[config.mk]
export PLATFORM = sky130hd
export DESIGN_NAME = ope_ctrl
export DESIGN_NICKNAME = d
export VERILOG_FILES = /design/src/rtl/ope_pkg.sv /design/src/rtl/ope_ctrl.sv
export SDC_FILE = /design/constraint.sdc
export NUM_CORES = 1
export LEC_CHECK = 0
export BUFFER_PORTS_ARGS = -buffer_cell sky130_fd_sc_hd__buf_4
export CORE_MARGIN = 4
export CORE_UTILIZATION = 30
export CTS_CLUSTER_SIZE = 25
export DETAILED_ROUTE_END_ITERATION = 12
export PLACE_DENSITY = 0.55
export SYNTH_ARGS = -nofsm -noshare
export SYNTH_HDL_FRONTEND = slang
export SYNTH_SLANG_ARGS = --single-unit
[constraint.sdc]
create_clock -name clk -period 1.73 [get_ports clk]
set_clock_uncertainty 0.15 [all_clocks]
set_input_delay 0.346 -clock clk [delete_from_list [all_inputs] [get_ports clk]]
set_output_delay 0.346 -clock clk [all_outputs]
set_load 0.03 [all_outputs]
[src/rtl/ope_pkg.sv]
// shared types and constants of the operator precedence evaluator
// token kinds, status codes, precedence table, controller/datapath structs
// no dependencies
package ope_pkg;

	localparam logic [2:0] TK_ID  = 3'd0;
	localparam logic [2:0] TK_ADD = 3'd1;
	localparam logic [2:0] TK_SUB = 3'd2;
	localparam logic [2:0] TK_MUL = 3'd3;
	localparam logic [2:0] TK_DIV = 3'd4;
	localparam logic [2:0] TK_END = 3'd5;

	localparam logic [2:0] ST_SHIFT    = 3'd0;
	localparam logic [2:0] ST_ACCEPT   = 3'd1;
	localparam logic [2:0] ST_SYNTAX   = 3'd2;
	localparam logic [2:0] ST_DIVZERO  = 3'd3;
	localparam logic [2:0] ST_OVERFLOW = 3'd4;
	localparam logic [2:0] ST_SKIP     = 3'd5;

	localparam logic [1:0] REL_NONE   = 2'd0;
	localparam logic [1:0] REL_SHIFT  = 2'd1;
	localparam logic [1:0] REL_REDUCE = 2'd2;

	localparam logic signed [47:0] POS48 = 48'sh7FFF_FFFF_FFFF;
	localparam logic signed [47:0] NEG48 = 48'sh8000_0000_0000;

	typedef enum logic [1:0] {
		DEC_FINISH = 2'd0,
		DEC_LOOP   = 2'd1,
		DEC_ALU    = 2'd2
	} ope_dec_t;

	typedef struct packed {
		logic load;
		logic step;
		logic alu_commit;
		logic emit;
	} ope_cmd_t;

	typedef struct packed {
		ope_dec_t dec;
		logic     alu_done;
	} ope_stat_t;

	// precedence of stack top (row) against incoming token (column)
	function automatic logic [1:0] prec_rel(input logic [2:0] top, input logic [2:0] kind);
		logic [1:0] rel;
		rel = REL_NONE;
		case (top)
			TK_ID: begin
				rel = (kind == TK_ID) ? REL_NONE : REL_REDUCE;
			end
			TK_ADD, TK_SUB: begin
				rel = (kind == TK_ID || kind == TK_MUL || kind == TK_DIV) ? REL_SHIFT
					: REL_REDUCE;
			end
			TK_MUL, TK_DIV: begin
				rel = (kind == TK_ID) ? REL_SHIFT : REL_REDUCE;
			end
			TK_END: begin
				rel = (kind == TK_END) ? REL_NONE : REL_SHIFT;
			end
			default: begin
				rel = REL_NONE;
			end
		endcase
		return rel;
	endfunction

endpackage

[src/rtl/ope_ctrl.sv]
// controller state machine of the evaluator
// sequences load, stack read, decision, alu wait and result transfer
// depends on ope_pkg
module ope_ctrl (
	input  logic               clk,
	input  logic               arst_n,
	input  logic               in_valid,
	output logic               in_stall,
	output logic               out_valid,
	input  logic               out_stall,
	input  ope_pkg::ope_stat_t stat,
	output ope_pkg::ope_cmd_t  cmd
);
	import ope_pkg::*;

	typedef enum logic [4:0] {
		S_IDLE   = 5'b00001,
		S_READ   = 5'b00010,
		S_DECIDE = 5'b00100,
		S_WAIT   = 5'b01000,
		S_EMIT   = 5'b10000
	} ope_state_t;

	ope_state_t state_q, state_d;
	logic       out_valid_q;
	logic       slot_free;

	assign slot_free = !out_valid_q || !out_stall;
	assign in_stall  = (state_q != S_IDLE);

	always_comb begin
		state_d = state_q;
		cmd     = '0;
		case (state_q)
			S_IDLE: begin
				if (in_valid) begin
					cmd.load = 1'b1;
					state_d  = S_READ;
				end
			end
			S_READ: begin
				state_d = S_DECIDE;
			end
			S_DECIDE: begin
				cmd.step = 1'b1;
				case (stat.dec)
					DEC_LOOP: state_d = S_READ;
					DEC_ALU:  state_d = S_WAIT;
					default:  state_d = S_EMIT;
				endcase
			end
			S_WAIT: begin
				if (stat.alu_done) begin
					cmd.alu_commit = 1'b1;
					state_d        = S_READ;
				end
			end
			S_EMIT: begin
				if (slot_free) begin
					cmd.emit = 1'b1;
					state_d  = S_IDLE;
				end
			end
			default: begin
				state_d = S_IDLE;
			end
		endcase
	end

	always_ff @(posedge clk or negedge arst_n) begin
		if (!arst_n) begin
			state_q     <= S_IDLE;
			out_valid_q <= 1'b0;
		end else begin
			state_q <= state_d;
			if (cmd.emit) begin
				out_valid_q <= 1'b1;
			end else if (!out_stall) begin
				out_valid_q <= 1'b0;
			end
		end
	end

	assign out_valid = out_valid_q;

	a_done_in_wait: assert property (@(posedge clk) disable iff (!arst_n)
		stat.alu_done |-> state_q == S_WAIT)
		else $error("alu finished outside wait state");

endmodule
==> metrics.txt, run 1 <==
outcome=complete, but fails checks; failing checks=setup timing; Synth area leaders=dfrtp_1 31%, dfstp_2 6.4%, ha_1 6.1%, nor2_1 5.5%, nand2_1 3.7%; worst skew pair latency=250 ps; Crit Path Max Fanout=3; Syn Std Cell Area=409 µm²; Die H=44.9 µm; Synth Warn #=0; Tot GR Track Use=0.118; CP startpoint=state_q[1]$_DFFE_PN0P_; Detailed Route WL=1.09 mm; Yosys reg bits=6; FF+latch area=153 µm²; asr flop ratio synth=1.00; GP Congestion=0.776; synth unique cells=27; area grow syn2layout=64.2%; Max Slew Vio Count=0; DR pass1 iterations=4; # IOs=13; Sink Count=6; maximum operating frequency=531 MHz; cts bufs inserted=3; Slew @ Worst Pin=342 ps; H-tree depth=1; R2R cell count=4; Hold Path Stages=3; Die Area=0.00202 mm²; layout cells sized above 1=0.543; main flop type after synthesis=dfrtp_1; worst setup margin=-152 ps; first-pass GRT wire length=1.69 mm; CP Buf/Inv Count=2; CP Launch Type=register; Post-synth EDFFs=0; Top delay family on crit path=simple AND/OR/NAND/NOR gates; Max-slew headroom=0.766; initial antenna violation count=0; initial DRC count=6; Worst path max stage delay=390 ps; Pleak=0.318 nW; Worst-path clk slew=50 ps; Yosys top cell by area=dfrtp_1; endpoint class of the critical path=primary output; Final setup viols=5; RSZ-0062 raised after global routing=true; Root Driver=clkbuf_4; starting density of the core=0.318; Clock Path Buffers=2; part of the cycle the worst path needs=1.09; R2R Path Start=state_q[1]$_DFFE_PN0P_; post-layout min period=1880 ps; remaining global-route overflow=0; Rows=13; sequential area share after synthesis=0.370; hold slack=203 ps; Critical Path RT=1230 ps; Mapped Cells=45; largest net degree at the start of global routing=9; Crit path depth=4; Max Cap Violations=0; Yosys top cell area share=0.306; # diodes=0; DR vias/cell=4.89; Area after DPL=561 µm²; total number of vias=416; Setup WS pre-CTS=113 ps; syn avg cell area=9.09 µm²; multi-input combinational cell area=269 µm²; Max IR drop VDD=0.697 mV; critical path arrival=1390 ps; final instance area=672 µm²; WL/cell=12.8 µm; Nets=80; CP Class=reg2out; Hold Path Class=in2reg; hold path start=out_stall; hpwl dp=775 µm; Net Count, Synth=54; Max stage delay cell, worst path=dfrtp_1; fillers=121; worst path cell trace=or3_4, buf_4, nor2_4, buf_6; core area=0.00128 mm²; DRC=0; Routed Antenna Nets=0; CTS tree=done; power per cell area=1240 mW/mm²; vias in the first global route=394; chip width=44.9 µm; Hold Fails Final Rpt=0; I/O Buffers=12
==> what timing repair did <==
item,CTS,global route
gates resized for setup,7,8
gates cloned,0,0
hold buffers,1,0
endpoints found under the setup margin,5,5
buffers inserted,2,1
pin swaps,3,2
endpoints found under the hold margin,6,0
==> sequential cells by signal, summed over array words and instances, names as in the netlist <==
name and cells:
state_q 5, out_valid 1
==> logic make-up after synthesis <==
kind of cell / count (synthesis) / share of synthesized area
flops: 6 / 0.370
buf+inv: 5 / 0.0734
simple gates: 23 / 0.333
xor+xnor: 1 / 0.0214
fa+ha+maj: 2 / 0.0612
compound gates: 8 / 0.141
==> final timing paths <==
check                                          to  slack, ps
max                                        cmd[1]       -150
min in group asynchronous  state_q[1]$_DFFE_PN0P_        300
max in group asynchronous  state_q[0]$_DFFE_PN1P_        920
min reg2reg                 out_valid$_DFFE_PN0P_        430
max reg2reg                state_q[0]$_DFFE_PN1P_        200
min                         out_valid$_DFFE_PN0P_        200
==> metal layers <==
layer | vias to the layer above | GRT usage | share of wire
li1 | 215 | - | -
met1 | 191 | 0.140 | 0.44
met2 | 8 | 0.186 | 0.51
met3 | 2 | 0.0359 | 0.026
met4 | 0 | 0.0702 | 0.016
met5 | - | 0 | 0
==> final cells by class <==
type | instances | area share
Clock buffer | 4 | 0.0391
Multi-Input combinational cell | 34 | 0.400
Timing Repair Buffer | 23 | 0.289
Inverter | 3 | 0.0168
Tap cell | 15 | 0.0279
Sequential cell | 6 | 0.227
==> per-stage QoR <==
step | setup TNS [ps] | power, W | std cells | utilization
final | -412 | 0.000835 | 85 | 0.523
after global placement | 0 | 0.000585 | 77 | 0.436
after detailed placement | 0 | 0.000586 | 77 | 0.436
after CTS | -265 | 0.000799 | 84 | 0.494
after global routing | -666 | 0.000888 | 85 | 0.523
after floorplan | -55.1 | 0.000433 | 45 | -
==> power by group <==
part,switching [W],internal [W],total (W)
Combinational,0.000238,0.000245,0.000482
Sequential,0.0000308,0.000179,0.000210
Clock,0.0000551,0.0000876,0.000143
==> tightest hold or removal path, cell delays in order <==
cell,delay (ps)
buf_4,100
nand2_1,60
nand2_1,60
==> cells in the final DEF, fill, tap and decap left out, drive strengths merged, types with 2 or more instances in the layout <==
master,n
nor2,6
nand3b,2
a21oi,2
dfrtp,5
nand3,2
clkbuf,4
inv,3
ha,2
buf,22
nand2,4
==> Yosys cell counts, drive strengths merged (2+ instances only) <==
library cell	number
a21oi	2
buf	2
dfrtp	5
ha	2
inv	3
nand2	4
nand3	2
nand3b	2
nor2	6
No activity file was read; power rests on OpenSTA's default activity.
==> run 2, diff against run 1 <==
ABC_AREA = 1   (was not set)
CORE_AREA = 4 4 41 43   (was not set)
CORE_MARGIN = not set   (was 4)
CORE_UTILIZATION = not set   (was 30)
DIE_AREA = 0 0 45 47   (was not set)
PLACE_DENSITY = 0.54   (was 0.55)
==> metrics.txt, run 2 <==
part of the cycle the worst path needs=1.03 (was 1.09); R2R cell count=8 (was 4); Rows=13 (unchanged); Clock Path Buffers=2 (unchanged); CP Class=reg2out (unchanged); Detailed Route WL=883 µm (was 1.09 mm); Pleak=0.358 nW (was 0.318 nW); first-pass GRT wire length=1.52 mm (was 1.69 mm); CP Buf/Inv Count=2 (unchanged); worst setup margin=-50.1 ps (was -152 ps); most frequent cells in the layout=15 x buf_4, 11 x nand2_1, 7 x inv_1 (was 17 x buf_4, 5 x buf_6, 4 x dfrtp_1); asr flop ratio synth=1.00 (unchanged); Worst path max stage delay=550 ps (was 390 ps); total number of vias=377 (was 416); H-tree depth=1 (unchanged); syn avg cell area=7.71 µm² (was 9.09 µm²); R2R Path End=state_q[0]$_DFFE_PN1P_ (unchanged); Synth top cells by count=11 x nand2_1, 8 x inv_1, 5 x dfrtp_1, 5 x nor2_1 (was 6 x nor2_1, 5 x dfrtp_1, 4 x nand2_1); commonest non-fill, non-tap cell in the layout=buf_4 (unchanged); Largest Register=state_q (unchanged); layout cells sized above 1=0.500 (was 0.543); chip width=45 µm (was 44.9 µm); Die Area=0.00212 mm² (was 0.00202 mm²); remaining global-route overflow=0 (unchanged); # diodes=0 (unchanged); Hold Path Stages=3 (unchanged); number of flip-flops in the largest register=5 (unchanged); most frequent cell after synthesis=nand2_1 (was nor2_1); DR pass1 iterations=3 (was 4); area grow syn2layout=55.8% (was 64.2%); core area=0.00130 mm² (was 0.00128 mm²); Sink Count=6 (unchanged); outcome=complete, but fails checks (unchanged); DR vias/cell=4.33 (was 4.89); CP Launch Type=register (unchanged); main flop type after synthesis=dfrtp_1 (unchanged); maximum operating frequency=562 MHz (was 531 MHz); Worst Hold Path EP=out_valid$_DFFE_PN0P_ (unchanged); Die H=47 µm (was 44.9 µm); vias in the first global route=369 (was 394); Crit path depth=5 (was 4); FF-to-FF setup slack=310 ps (was 200 ps); Internal=0.000498 W (was 0.000512 W); cts bufs inserted=3 (unchanged); CTS tree=done (unchanged); Final setup viols=2 (was 5); Root Driver=clkbuf_4 (unchanged); Clock power frac=0.167 (was 0.171); Placed Cells=77 (unchanged); Seq pwr share=0.276 (was 0.252); initial antenna violation count=0 (unchanged); power per cell area=1450 mW/mm² (was 1240 mW/mm²); Mapped Cells=50 (was 45); Worst-path clk slew=50 ps (about the same); Yosys top cell by area=dfrtp_1 (unchanged); Hold Path Class=in2reg (unchanged); RSZ-0062 raised after global routing=true (unchanged); initial DRC count=2 (was 6); GP Congestion=0.690 (was 0.776); Net Count, Synth=59 (was 54); synth unique cells=14 (was 27); endpoint class of the critical path=primary output (unchanged); Tot GR Track Use=0.107 (was 0.118); I/O Buffers=12 (unchanged); Post-synth EDFFs=0 (unchanged); Area after DPL=497 µm² (was 561 µm²); Synth area leaders=dfrtp_1 32%, nand2_1 11%, inv_1 7.8%, dfstp_2 6.8%, ha_1 6.5% (was dfrtp_1 31%, dfstp_2 6.4%, ha_1 6.1%, nor2_1 5.5%, nand2_1 3.7%); Syn Std Cell Area=385 µm² (was 409 µm²); Psw=0.000371 W (was 0.000323 W); Max stage delay cell, worst path=dfstp_2 (was dfrtp_1); Max Cap Violations=0 (unchanged); Nets=82 (was 80); Max Slew Vio Count=0 (unchanged); worst skew pair latency=250 ps (about the same); Routed Antenna Nets=0 (unchanged); starting density of the core=0.296 (was 0.318); post-layout min period=1780 ps (was 1880 ps); fin util=0.462 (was 0.523); hold path start=out_stall (unchanged); failing checks=setup timing (unchanged); worst path cell trace=inv_2, nor2_4, nand3_4, nor2_2, buf_6 (was or3_4, buf_4, nor2_4, buf_6); Slew @ Worst Pin=164 ps (was 342 ps); final instance count without filler cells=87 (was 85); hpwl dp=672 µm (was 775 µm); R2R Path Start=state_q[0]$_DFFE_PN1P_ (was state_q[1]$_DFFE_PN0P_); Max-slew headroom=0.891 (was 0.766); Hold Fails Final Rpt=0 (unchanged); Yosys top cell area share=0.325 (was 0.306); Critical Path RT=1230 ps (about the same); critical path arrival=1280 ps (was 1390 ps); Synth Warn #=0 (unchanged); sequential area share after synthesis=0.393 (was 0.370); Yosys reg bits=6 (unchanged); largest net degree at the start of global routing=7 (was 9); DRC=0 (unchanged); WL/cell=10.1 µm (was 12.8 µm); Crit Path Max Fanout=3 (unchanged); Gate power share=0.558 (was 0.578); Max IR drop VDD=0.478 mV (was 0.697 mV); Sw Share=0.427 (was 0.387); final instance area=601 µm² (was 672 µm²); # IOs=13 (unchanged); Top delay family on crit path=flip-flops (was simple AND/OR/NAND/NOR gates)
## run 2: cell count changes after synthesis, sizes merged, moves of 2 or more
cell,change
nand3b,-2
nor2,+4
buf,-2
nand3,+2
nand2,+7
nand4,+4
inv,+8
## run 2: how the worst max path moves through the flow
stage,from,end
3_5_place_dp,state_q[0]$_DFFE_PN1P_,cmd[3]
5_1_grt,state_q[0]$_DFFE_PN1P_,cmd[3]
6_report,state_q[0]$_DFFE_PN1P_,cmd[3]
2_1_floorplan,state_q[0]$_DFFE_PN1P_,cmd[3]
4_1_cts,state_q[0]$_DFFE_PN1P_,cmd[3]
3_3_place_gp,state_q[0]$_DFFE_PN1P_,cmd[3]
## run 2: final cells by class
| class | instances | area [µm²] |
|---|---|---|
| Sequential cell | 6 | 154 |
| Timing Repair Buffer | 18 | 145 |
| Tap cell | 15 | 18.8 |
| Inverter | 11 | 43.8 |
| Clock buffer | 4 | 26.3 |
| Multi-Input combinational cell | 33 | 213 |
| Fill cell | 135 | 701 |
## run 2: kinds of logic after synthesis
kind of cell,after synthesis,synth area share
simple gates,30,0.412
buf+inv,11,0.107
flops,6,0.393
fa+ha+maj,2,0.0649
compound gates,1,0.0227
## run 2: tightest hold or removal path, stage by stage
cell     delay [ps]
buf_4            80
nand2_1          50
nand2_1          60
## run 2: routing by layer
metal | wire length, µm | share of wire | global-route usage
met5 | 0 | 0 | 0
met4 | 55 | 0.062 | 0.140
met2 | 417 | 0.47 | 0.153
met1 | 366 | 0.41 | 0.124
met3 | 43 | 0.049 | 0.0115
## run 2: timing repair
action | 4_1_cts | 5_1_grt
pin swaps | 0 | 1
setup buffers | 1 | 4
endpoints found under the setup margin | 4 | 5
resized for setup | 2 | 7
endpoints found under the hold margin | 6 | 0
hold buffers | 1 | 0
## run 2: per-stage QoR
stage | TNS, ps | hold slack [ps] | power, W | worst slack [ps]
after floorplan | 0 | -99.6 | 0.000488 | 37.7
after global placement | 0 | 6.81 | 0.000585 | 226
after detailed placement | 0 | 6.54 | 0.000589 | 224
after CTS | -86.1 | 166 | 0.000771 | -40.3
after global routing | -235 | 195 | 0.000929 | -97.9
final | -56.1 | 168 | 0.000869 | -50.1
## run 2: power by group through the flow
stage / clock network [W] / registers, W / logic [W]
2_1_floorplan: 0 / 0.000225 / 0.000263
3_3_place_gp: 0 / 0.000226 / 0.000359
3_5_place_dp: 0 / 0.000226 / 0.000363
6_report: 0.000145 / 0.000239 / 0.000485
4_1_cts: 0.000150 / 0.000225 / 0.000397
5_1_grt: 0.000155 / 0.000245 / 0.000529
